[config.mk]
export PLATFORM = sky130hd
export DESIGN_NAME = ern_fifo
export DESIGN_NICKNAME = d
export VERILOG_FILES = /design/src/ern_fifo.sv
export SDC_FILE = /design/constraint.sdc
export NUM_CORES = 1
export LEC_CHECK = 0
export BUFFER_PORTS_ARGS = -buffer_cell sky130_fd_sc_hd__clkbuf_2
export CAP_MARGIN = 20
export CORE_MARGIN = 10
export CORE_UTILIZATION = 56
export CTS_CLUSTER_SIZE = 30
export DETAILED_ROUTE_END_ITERATION = 10
export GPL_TIMING_DRIVEN = 0
export PLACE_DENSITY = 0.78
export SYNTH_ARGS = -nofsm -noshare
export SYNTH_HDL_FRONTEND = slang
export SYNTH_SLANG_ARGS = --single-unit
[constraint.sdc]
create_clock -name i_clk -period 1.9 [get_ports i_clk]
set_clock_uncertainty 0.05 [all_clocks]
set_input_delay 0.095 -clock i_clk [delete_from_list [all_inputs] [get_ports i_clk]]
set_output_delay 0.095 -clock i_clk [all_outputs]
set_load 0.05 [all_outputs]
[src/ern_fifo.sv]
// Small first-in first-out queue in flops, power-of-two depth.
module ern_fifo #(
    parameter int W     = 8,
    parameter int DEPTH = 4
) (
    input  logic         i_clk,
    input  logic         i_rst_n,
    input  logic         i_push,
    input  logic [W-1:0] i_wdata,
    output logic         o_full,
    input  logic         i_pop,
    output logic [W-1:0] o_rdata,
    output logic         o_empty
);
    localparam int AW = (DEPTH > 1) ? $clog2(DEPTH) : 1;

    logic [W-1:0] r_mem [DEPTH];
    logic [AW:0]  r_wr, r_rd;
    logic         do_push, do_pop;

    assign o_empty = (r_wr == r_rd);
    assign o_full  = (r_wr[AW-1:0] == r_rd[AW-1:0]) && (r_wr[AW] != r_rd[AW]);
    assign do_push = i_push && !o_full;
    assign do_pop  = i_pop && !o_empty;
    assign o_rdata = r_mem[r_rd[AW-1:0]];

    always_ff @(posedge i_clk) begin
        if (!i_rst_n) begin
            r_wr <= '0;
            r_rd <= '0;
        end else begin
            if (do_push) r_wr <= r_wr + 1'b1;
            if (do_pop)  r_rd <= r_rd + 1'b1;
        end
    end

    always_ff @(posedge i_clk) begin
        if (do_push) r_mem[r_wr[AW-1:0]] <= i_wdata;
    end
endmodule

==> run_results.csv <==
group,metric,value,unit
cells_and_area,multi_input_gate_area,608,um2
routing,vias_per_cell,5.85,
critical_path,critical_path_rt,1.75,ns
critical_path,crit_path_max_fanout,8,
sta,number_of_hold_slack_violations_in_the_final_timing_report,0,
synthesis,synth_top_cells_by_area,"edfxtp_1, mux4_2, dfxtp_1",
floorplan,top_ports,22,
routing,drcViolationCount,0,
synthesis,synth_top_cell_by_area,"edfxtp_1",
floorplan,dieWidth,75.5,um
pwr,switching_share,40.3,%
critical_path,critical_path_arrival,1.65,ns
floorplan,placementRows,20,
synthesis,syn_avg_cell_area,15.7,um2
cells_and_area,drive_gt1_share,34.0,%
clock_network,cts.reportedPaths.clkPinSlew,0.12,ns
global_routing,global_route.usage.total,13.3,%
pwr,comb_power_share,40.5,%
global_routing,antenna_found_initial,0,
global_routing,grt_pass1_wl,5590,um
synthesis,synth-adder-area-share,3.63,%
cells_and_area,finished_layout_cells,180,
synthesis,synthesis.instances,110,
floorplan,area_of_the_core,3000,um2
routing,drtIter0Drc,41,
critical_path,critical_path_class,"register to output port",
synthesis,synth_mux_area_share,10.4,%
sta,final.period_utilization,94.7,%
cells_and_area,diodes,0,
cells_and_area,finalNetCount,163,
critical_path,critical-path-max-stage-delay,0.53,ns
global_routing,global_route.usage.met3,4.69,%
routing,post_drt_wl_per_cell,18.5,um
clock_network,cts_buffer_depth,2,
clock_network,postCtsSetupBuffers,0,
cells_and_area,seqCellArea,1120,um2
global_routing,grt_most_used_layer,"met2",
sta,minimum_clock_period_after_layout,1.80,ns
synthesis,synth_cell_types,28,
critical_path,timing.critical_path.from_type,"register",
global_routing,grt-ovfl-total,0,
routing,wl,3330,um
pwr,ir_worst_vdd,851,uV
pwr,seq_power_share,40.4,%
placed_design,portBuffers,21,
sta,finish_stage_setup_viols,0,
clock_network,cts-htree-levels,2,
pwr,clockPowerShare,19.1,%
cells_and_area,fillCellCount,199,
placed_design,place.detailed.hpwl,2300,um
critical_path,critical_path.n_buffers_inverters,2,
cells_and_area,layout-area-overhead-vs-synth,21.6,%
sta,setup_ws,0.100,ns
placed_design,worst_slack_at_placement,-0.253,ns
global_routing,grtUsageMet2,23.7,%
placed_design,dpl.cell_count,164,
synthesis,synth_simple_gate_area_share,7.84,%
synthesis,ys_seq_elements,40,
critical_path,crit_path_cell_trace,"buf_4 -> mux4_2 -> buf_2",
global_routing,grt_max_degree,15,
synthesis,warnings_synthesis,0,
clock_network,tritoncts_sink_count,40,
sta,worst_pin_slew,0.596,ns
global_routing,vias_in_the_first_global_route,1122,
sta,timing.hold.ws,0.0494,ns
routing,dr.pass1.iters,4,
global_routing,gr_layer_usage_met1,13.9,%
pwr,power.density_cell_area,1430,nW/um2
hold_path,hold_path_class,"input port to register",
clock_network,clkLatencyLatePin,0.36,ns
sta,timing.max_slew.rel_slack,60.0,%
floorplan,area_of_the_die,5700,um2
critical_path,critical_path.slowest_cell,"mux4_2",
routing,ant_nets,0,
synthesis,synth_top_area_share,55.7,%
sta,timing_max_transition_violations_final,0,
clock_network,cts_inserted_buffers,5,
synthesis,sequential_area_share_after_synthesis,65.0,%
critical_path,timing.critical_path.max_delay_family,"multiplexers",
placed_design,routabilityCongestion,0.862,
routing,vias,1053,
pwr,power_leakage,0.762,nW
pwr,p_int,1.79,mW
critical_path,endpoint_kind,"output port",
floorplan,initial_utilization,57.4,%
floorplan,fp.dieH,75.5,um
synthesis,synth-xor-area-share,3.05,%
synthesis,postSynthNetCount,127,
clock_network,clock-root-buffer,"clkbuf_4",
sta,unrepaired_setup_endpoints_after_global_routing,"no",
pwr,power_switching,1.21,mW
job,max_cap_violations,0,
synthesis,synth_compound_area_share,7.33,%
run_status,result_of_the_run,"finished clean",
synthesis,main_combinational_cell_family_by_area_after_synthesis,"multiplexers",
clock_network,tritoncts,"yes",
synthesis,synthesis.area,1720,um2
sta,fmax,0.556,GHz
-- final timing paths --
kind	start	endpoint	slack [ns]	depth (start not counted)
hold / removal	i_push	r_wr[1]	0.05	3
hold reg to reg	r_wr[2]	r_wr[2]	0.52	2
setup reg to reg	r_rd[1]	r_mem[2][5]	0.13	4
setup / recovery	register	o_rdata[4]	0.10	3
-- layout make-up --
type                       instances  area share, %
clock buffer                       5           1.79
multi-input combinational         61           29.0
buffer                             3           1.25
clock inverter                     3           2.21
inverter                           5          0.895
tap                               33           1.97
timing repair buffer              30           9.31
sequential                        40           53.6
-- routing by layer --
layer / routed length, um / share of wire [%]
met1: 1350 / 41
met4: 47 / 1.4
met3: 200 / 6.0
met2: 1730 / 52
met5: 0 / 0
-- cell usage after synthesis, drive strengths merged --
| cell | n |
|---|---|
| o211ai | 2 |
| nand3b | 4 |
| a31oi | 2 |
| nor3 | 4 |
| nand4 | 2 |
| or4 | 1 |
| clkbuf | 1 |
| ha | 5 |
| a211oi | 1 |
| a41oi | 2 |
| a21oi | 2 |
| edfxtp | 32 |
| inv | 5 |
| xnor2 | 3 |
| buf | 3 |
| o21ai | 4 |
| dfxtp | 8 |
| o31a | 1 |
| nor2 | 2 |
| and3 | 1 |
| xor2 | 3 |
| a211o | 4 |
| and2 | 4 |
| nand2 | 3 |
| mux4 | 8 |
| nand3 | 3 |
-- flip-flops by register name, summed over array words and instances (netlist names), named ones only --
signal,count
r_wr,3
r_rd,3
r_mem,32
-- worst reg2reg max path, cell delays in order, from the launching register on --
cell	delay, ns
dfxtp_1	0.35
clkbuf_4	0.18
xnor2_2	0.19
a31oi_1	0.25
and2_1	0.41
-- what timing repair did --
action,CTS,global route
cloned,0,0
hold buffers,9,0
gates resized for setup,4,10
endpoints found under the hold margin,33,0
endpoints found under the setup margin,17,29
-- through the flow --
stage | cell area [um2] | utilization (%) | power, mW | TNS, ns
detailed placement | 1880 | 62.7 | 2.38 | -2.03
finish | 2100 | 69.8 | 3.00 | 0
CTS | 2070 | 68.9 | 2.98 | 0
global placement | 1880 | 62.7 | 2.35 | -1.62
floorplan | 1740 | - | 2.11 | -0.0150
global route | 2100 | 69.8 | 3.16 | 0
-- logic make-up after synthesis --
logic type	count (synthesis)
compound gates	18
xor+xnor	6
fa+ha+maj	5
buf+inv	9
flops	40
mux	8
simple gates	24
-- layout by cell type, fill, tap and decap left out, types with 2 or more instances in the layout --
cell	netlist	layout
a211o_1	4	4
a21oi_1	2	2
a31oi_1	2	2
a41oi_1	2	2
and2_1	4	2
and2_2	0	2
buf_2	1	3
clkbuf_2	0	18
clkbuf_4	1	6
dfxtp_1	8	6
dfxtp_2	0	2
dlygate4sd3_1	0	9
edfxtp_1	32	32
ha_1	5	5
inv_1	5	5
mux4_2	8	8
nand2_1	3	3
nand3_1	3	3
nand3b_1	4	4
nand4_1	2	2
nor3_1	4	3
o211ai_1	2	2
o21ai_0	4	4
xnor2_2	0	2
xor2_2	0	2
-- power by group through the flow --
stage | sequential, mW | clock [mW] | combinational (mW)
3_5_place_dp | 1.20 | 0 | 1.18
5_1_grt | 1.23 | 0.625 | 1.30
2_1_floorplan | 1.18 | 0 | 0.932
4_1_cts | 1.21 | 0.583 | 1.19
3_3_place_gp | 1.19 | 0 | 1.16
6_report | 1.21 | 0.574 | 1.22
Power figures use the tool's default switching activity.
