## src/ern_pkg.sv

```systemverilog
// Shared types, codes and activation table builder for the Elman cell.
package ern_pkg;

    localparam int DEF_MAX_INPUTS  = 16;
    localparam int DEF_MAX_HIDDEN  = 16;
    localparam int DEF_MAX_OUTPUTS = 8;
    localparam int DEF_FRAC_BITS   = 12;

    localparam int VAL_W = 16;
    localparam int TAB_N = 256;
    localparam int CFG_W = 5;

    // request codes
    localparam logic [2:0] OP_WXH  = 3'd0;
    localparam logic [2:0] OP_WREC = 3'd1;
    localparam logic [2:0] OP_WOUT = 3'd2;
    localparam logic [2:0] OP_BH   = 3'd3;
    localparam logic [2:0] OP_BO   = 3'd4;
    localparam logic [2:0] OP_X    = 3'd5;
    localparam logic [2:0] OP_CLR  = 3'd6;
    localparam logic [2:0] OP_NOP  = 3'd7;

    // configuration register indexes
    localparam logic [1:0] CFG_INPUTS  = 2'd0;
    localparam logic [1:0] CFG_HIDDEN  = 2'd1;
    localparam logic [1:0] CFG_OUTPUTS = 2'd2;

    typedef struct packed {
        logic [2:0]              op;
        logic [3:0]              row;
        logic [3:0]              col;
        logic signed [VAL_W-1:0] value;
        logic                    wr_ok;
        logic                    run;
    } t_cmd;

    typedef struct packed {
        logic                    kind;
        logic [3:0]              index;
        logic signed [VAL_W-1:0] value;
        logic                    last;
    } t_res;

    typedef struct packed {
        logic [4:0] cnt_in;
        logic [4:0] cnt_hid;
        logic [3:0] cnt_out;
    } t_cfg;

    typedef logic [TAB_N-1:0][VAL_W-1:0] t_tab;

    // shift-subtract divide, elaboration use only
    function automatic longint unsigned udiv64(longint unsigned num, longint unsigned den);
        longint unsigned q;
        longint unsigned rm;
        q  = 64'd0;
        rm = 64'd0;
        for (int i = 63; i >= 0; i--) begin
            rm = {rm[62:0], num[i]};
            if (rm >= den) begin
                rm   = rm - den;
                q[i] = 1'b1;
            end
        end
        return q;
    endfunction

    function automatic t_tab ern_tab(bit want_tanh, int fb);
        longint unsigned epow [2*TAB_N];
        longint unsigned term;
        longint unsigned sum;
        longint unsigned e1;
        longint unsigned e;
        longint unsigned d;
        longint unsigned r;
        longint unsigned one;
        int n;
        int a;
        t_tab tab;
        one  = 64'd1 << 30;
        term = 64'd1 << 60;
        sum  = term;
        for (int k = 1; k <= 8; k++) begin
            term = udiv64(term, 64'(64 * k));
            if ((k % 2) == 1) sum = sum - term;
            else              sum = sum + term;
        end
        e1 = (sum + (64'd1 << 29)) >> 30;
        epow[0] = one;
        for (int i = 1; i < 2*TAB_N; i++)
            epow[i] = (epow[i-1] * e1 + (64'd1 << 29)) >> 30;
        for (int i = 0; i < TAB_N; i++) begin
            n = 2*i + 1 - TAB_N;
            a = (n < 0) ? -n : n;
            if (want_tanh) begin
                e = epow[2*a];
                d = one + e;
                r = udiv64(((one - e) << fb) + (d >> 1), d);
                tab[i] = (n >= 0) ? r[VAL_W-1:0] : VAL_W'(-r[VAL_W-1:0]);
            end else begin
                e = epow[a];
                d = one + e;
                r = udiv64((one << fb) + (d >> 1), d);
                tab[i] = (n >= 0) ? r[VAL_W-1:0]
                                  : VAL_W'((64'd1 << fb) - r);
            end
        end
        return tab;
    endfunction

endpackage

```

## src/ern_fifo.sv

```systemverilog
// Small first-in first-out queue in flops, power-of-two depth.
module ern_fifo #(
    parameter int W     = 8,
    parameter int DEPTH = 4
) (
    input  logic         i_clk,
    input  logic         i_rst_n,
    input  logic         i_push,
    input  logic [W-1:0] i_wdata,
    output logic         o_full,
    input  logic         i_pop,
    output logic [W-1:0] o_rdata,
    output logic         o_empty
);
    localparam int AW = (DEPTH > 1) ? $clog2(DEPTH) : 1;

    logic [W-1:0] r_mem [DEPTH];
    logic [AW:0]  r_wr, r_rd;
    logic         do_push, do_pop;

    assign o_empty = (r_wr == r_rd);
    assign o_full  = (r_wr[AW-1:0] == r_rd[AW-1:0]) && (r_wr[AW] != r_rd[AW]);
    assign do_push = i_push && !o_full;
    assign do_pop  = i_pop && !o_empty;
    assign o_rdata = r_mem[r_rd[AW-1:0]];

    always_ff @(posedge i_clk) begin
        if (!i_rst_n) begin
            r_wr <= '0;
            r_rd <= '0;
        end else begin
            if (do_push) r_wr <= r_wr + 1'b1;
            if (do_pop)  r_rd <= r_rd + 1'b1;
        end
    end

    always_ff @(posedge i_clk) begin
        if (do_push) r_mem[r_wr[AW-1:0]] <= i_wdata;
    end
endmodule

```

## src/ern_front.sv

```systemverilog
// Front end: accepts request transactions, classifies them and queues commands.
module ern_front #(
    parameter int MAX_INPUTS  = ern_pkg::DEF_MAX_INPUTS,
    parameter int MAX_HIDDEN  = ern_pkg::DEF_MAX_HIDDEN,
    parameter int MAX_OUTPUTS = ern_pkg::DEF_MAX_OUTPUTS
) (
    input  logic                i_clk,
    input  logic                i_rst_n,
    input  logic                i_push,
    output logic                o_full,
    input  logic [2:0]          i_req_type,
    input  logic [3:0]          i_row,
    input  logic [3:0]          i_col,
    input  logic signed [15:0]  i_value,
    input  logic                i_is_last,
    output ern_pkg::t_cmd       o_cmd,
    output logic                o_cmd_empty,
    input  logic                i_cmd_pop
);
    import ern_pkg::*;

    t_cmd cmd;
    logic keep;
    logic row_h, row_o, col_i, col_h;

    assign row_h = 32'(i_row) < MAX_HIDDEN;
    assign row_o = 32'(i_row) < MAX_OUTPUTS;
    assign col_i = 32'(i_col) < MAX_INPUTS;
    assign col_h = 32'(i_col) < MAX_HIDDEN;

    always_comb begin
        cmd.op    = i_req_type;
        cmd.row   = i_row;
        cmd.col   = i_col;
        cmd.value = i_value;
        cmd.run   = 1'b0;
        unique case (i_req_type)
            OP_WXH:  cmd.wr_ok = row_h && col_i;
            OP_WREC: cmd.wr_ok = row_h && col_h;
            OP_WOUT: cmd.wr_ok = row_o && col_h;
            OP_BH:   cmd.wr_ok = row_h;
            OP_BO:   cmd.wr_ok = row_o;
            OP_X: begin
                cmd.wr_ok = col_i;
                cmd.run   = i_is_last;
            end
            OP_CLR:  cmd.wr_ok = 1'b1;
            default: cmd.wr_ok = 1'b0;
        endcase
        // requests with no effect never reach the back end
        keep = cmd.wr_ok || cmd.run;
    end

    logic [$bits(t_cmd)-1:0] q_rdata;

    ern_fifo #(.W($bits(t_cmd)), .DEPTH(4)) u_cmdq (
        .i_clk   (i_clk),
        .i_rst_n (i_rst_n),
        .i_push  (i_push && keep),
        .i_wdata (cmd),
        .o_full  (o_full),
        .i_pop   (i_cmd_pop),
        .o_rdata (q_rdata),
        .o_empty (o_cmd_empty)
    );

    assign o_cmd = t_cmd'(q_rdata);
endmodule

```

## config.mk

```make
export PLATFORM = sky130hd
export DESIGN_NAME = ern_front
export DESIGN_NICKNAME = d
export VERILOG_FILES = /design/src/ern_pkg.sv /design/src/ern_fifo.sv /design/src/ern_front.sv
export SDC_FILE = /design/constraint.sdc
export NUM_CORES = 1
export LEC_CHECK = 0
export BUFFER_PORTS_ARGS = -buffer_cell sky130_fd_sc_hd__buf_4
export CAP_MARGIN = 20
export CORE_MARGIN = 2
export CORE_UTILIZATION = 42
export CTS_CLUSTER_DIAMETER = 150
export CTS_CLUSTER_SIZE = 8
export DETAILED_ROUTE_END_ITERATION = 16
export GPL_TIMING_DRIVEN = 0
export PLACE_DENSITY = 0.72
export SLEW_MARGIN = 5
export SYNTH_ARGS = -nofsm -noshare
export SYNTH_HDL_FRONTEND = slang
export SYNTH_HIERARCHICAL = 1
export SYNTH_SLANG_ARGS = --single-unit
```

## constraint.sdc

```tcl
create_clock -name i_clk -period 3.1 [get_ports i_clk]
set_input_delay 0.155 -clock i_clk [delete_from_list [all_inputs] [get_ports i_clk]]
set_output_delay 0.155 -clock i_clk [all_outputs]
set_load 0.005 [all_outputs]
```

==> impl_metrics.env <==
export IMPL_rsz0062_at_grt="no"
export IMPL_stdcell_count=489
export IMPL_dp_hpwl_mm=5.35
export IMPL_vias=2520
export IMPL_yosysTopAreaCellShare_pct=72.5
export IMPL_num_io_pins=63
export IMPL_grt_max_degree=30
export IMPL_die_height_um=111
export IMPL_crit_required_ns=3.12
export IMPL_drv_cap=0
export IMPL_yosys_top_cells_area="edfxtp_1 (73%), mux4_2 (14%), dfxtp_1 (3.3%)"
export IMPL_worstSetupPathType="in2reg"
export IMPL_drv_slew=0
export IMPL_cts_tree="yes"
export IMPL_place_inst=431
export IMPL_cts_resized=0
export IMPL_ys_seq_area_share_pct=75.8
export IMPL_synth_nets=262
export IMPL_r2r_slack_ns=0.99
export IMPL_drc=0
export IMPL_ys_ff_latch=124
export IMPL_slew_headroom_pct=43.8
export IMPL_syn_area_um2=4800
export IMPL_fp_coreArea_um2=11300
export IMPL_rr_worst_depth=3
export IMPL_grt_ovfl_total=0
export IMPL_port_buffers=62
export IMPL_finalClockSkew_ns=0.00695
export IMPL_tns_ns=0
export IMPL_gp_congestion=0.801
export IMPL_diodes=0
export IMPL_p_leak_nw=2.22
export IMPL_first_iter_violations=118
export IMPL_post_route_period_util_pct=85.7
export IMPL_vias_per_cell=5.15
export IMPL_startpoint_type="primary input"
export IMPL_grt_pass1_wl_mm=14.1
export IMPL_totalWireLength_mm=8.78
export IMPL_final_core_util_pct=56.2
export IMPL_path_max_fanout=29
export IMPL_die_w_um=111
export IMPL_hold_violations=0
export IMPL_cts_buffers_inserted=17
export IMPL_worst_pin_slew_ns=0.843
export IMPL_first_global_vias=2732
export IMPL_syn2layout_area_growth_pct=31.9
export IMPL_power_mw=5.07
export IMPL_clockBufferDepth=2
export IMPL_final_common_cell="edfxtp_1"
export IMPL_antenna_found_initial=0
export IMPL_min_period_ns=2.66
export IMPL_dr_pass1_iters=4
export IMPL_ir_worst_vdd_mv=0.347
export IMPL_arrival_ns=2.68
export IMPL_hold_class="in2reg"
export IMPL_critPathLaunch="i_row[3]"
export IMPL_nNetsFinal=371
export IMPL_worstReg2RegStart="u_cmdq/r_wr[0]"
export IMPL_num_rows=39
export IMPL_synth_flop_cell="edfxtp_1"
export IMPL_crit_end="u_cmdq/r_mem[2][13]"
export IMPL_clk_latency_ns=0.40
export IMPL_setup_viol=0
export IMPL_clk_pin_slew_ns=0.05
export IMPL_clock_fmax_mhz=376
export IMPL_critPathCaptureType="flip-flop"
export IMPL_synth_edf_count=116
export IMPL_fin_hold_ws_ns=0.0359
export IMPL_powerDensity_nw_per_um2=800
export IMPL_synth_cells=225
export IMPL_mostFrequentLayoutCells="edfxtp_1 (116), buf_4 (63), mux4_2 (29)"
export IMPL_syn_area_per_cell_um2=21.4
export IMPL_initial_core_util_pct=42.6
export IMPL_cts_root_buffer="clkbuf_16"
export IMPL_grt_usage_pct=15.3
export IMPL_yosys_warnings=6
export IMPL_status="finished, final reports clean"
export IMPL_synthArstFlopShare_pct=0
export IMPL_ys_types=35
export IMPL_clock_sinks=124
export IMPL_drive_above_1_share_pct=38.7
export IMPL_yosysTopAreaCell="edfxtp_1"
export IMPL_h_tree_depth=4
export IMPL_antenna_left=0
export IMPL_die_area_um2=12300
export IMPL_wl_per_cell_um=17.9
export IMPL_r2r_end="u_cmdq/r_mem[2][13]"
[routing by layer]
metal	vias to the layer above	global-route usage, %	routed length (µm)
met4	0	4.25	51
li1	1161	-	-
met5	-	0	0
met2	55	25.5	4430
met1	1296	18.8	3880
met3	8	5.69	416
[cell usage after synthesis, types with 4 or more instances]
cell type	n
nor3_1	5
dfxtp_1	8
ha_1	5
inv_1	5
and2_1	4
mux4_2	29
o21ai_0	4
nand3b_1	4
edfxtp_1	116
a211o_1	4
[how the worst min path moves through the flow]
stage	from	cells after the start	endpoint	slack [ns]
after floorplan	i_value[8]	0	u_cmdq/r_mem[0][10]	0.25
after global placement	i_row[2]	1	u_cmdq/r_mem[0][24]	0.35
after detailed placement	i_row[2]	1	u_cmdq/r_mem[1][24]	0.36
after CTS	i_rst_n	2	u_cmdq/r_rd[2]	0.02
after global routing	i_rst_n	2	u_cmdq/r_rd[2]	0.03
final	i_rst_n	2	u_cmdq/r_rd[2]	0.04
[registers in the layout (all words and copies together) (netlist names), named ones only]
signal / count
u_cmdq/r_mem: 116
u_cmdq/r_wr: 3
u_cmdq/r_rd: 3
[power by group]
part           leakage, nW  internal [mW]  switching (mW)  total [mW]
Sequential            1.13           2.01          0.0541        2.07
Combinational        0.806          0.584           0.495        1.08
Clock                0.284           1.25           0.670        1.92
Total                 2.22           3.85            1.22        5.07
[cell families after synthesis]
family / synth area share (%)
compound gates: 2.63
xor+xnor: 1.09
fa+ha+maj: 1.30
buf+inv: 1.41
flops: 75.8
mux: 13.6
simple gates: 4.14
[metrics by stage]
| stage | instance area (µm²) | setup WS [ns] |
|---|---|---|
| after detailed placement | 5490 | 0.569 |
| after CTS | 6340 | 0.435 |
| after global routing | 6340 | 0.227 |
| final | 6340 | 0.442 |
| after global placement | 5450 | -0.836 |
| after floorplan | 4800 | 0.477 |
[what timing repair did]
| item | CTS | global route |
|---|---|---|
| endpoints found under the hold margin | 108 | 0 |
| hold buffers | 27 | 0 |
| endpoints found under the setup margin | 0 | 0 |
| setup buffers | 0 | 0 |
[area by class of cell]
type                       count  area, µm²
timing repair buffer          90        763
sequential                   124       3640
clock inverter                12        148
inverter                       5       18.8
tap                          143        179
multi-input combinational     88       1100
clock buffer                  19        433
buffer                         8       48.8
fill                         844       4930
[critical path: stages]
cell           delay, ns
dlygate4sd3_1       0.53
buf_4               0.16
and4bb_1            0.22
nor4b_2             0.53
inv_1               0.11
a31oi_1             0.21
and2_2              0.74
Note: power is estimated with default switching activity, not from simulation.
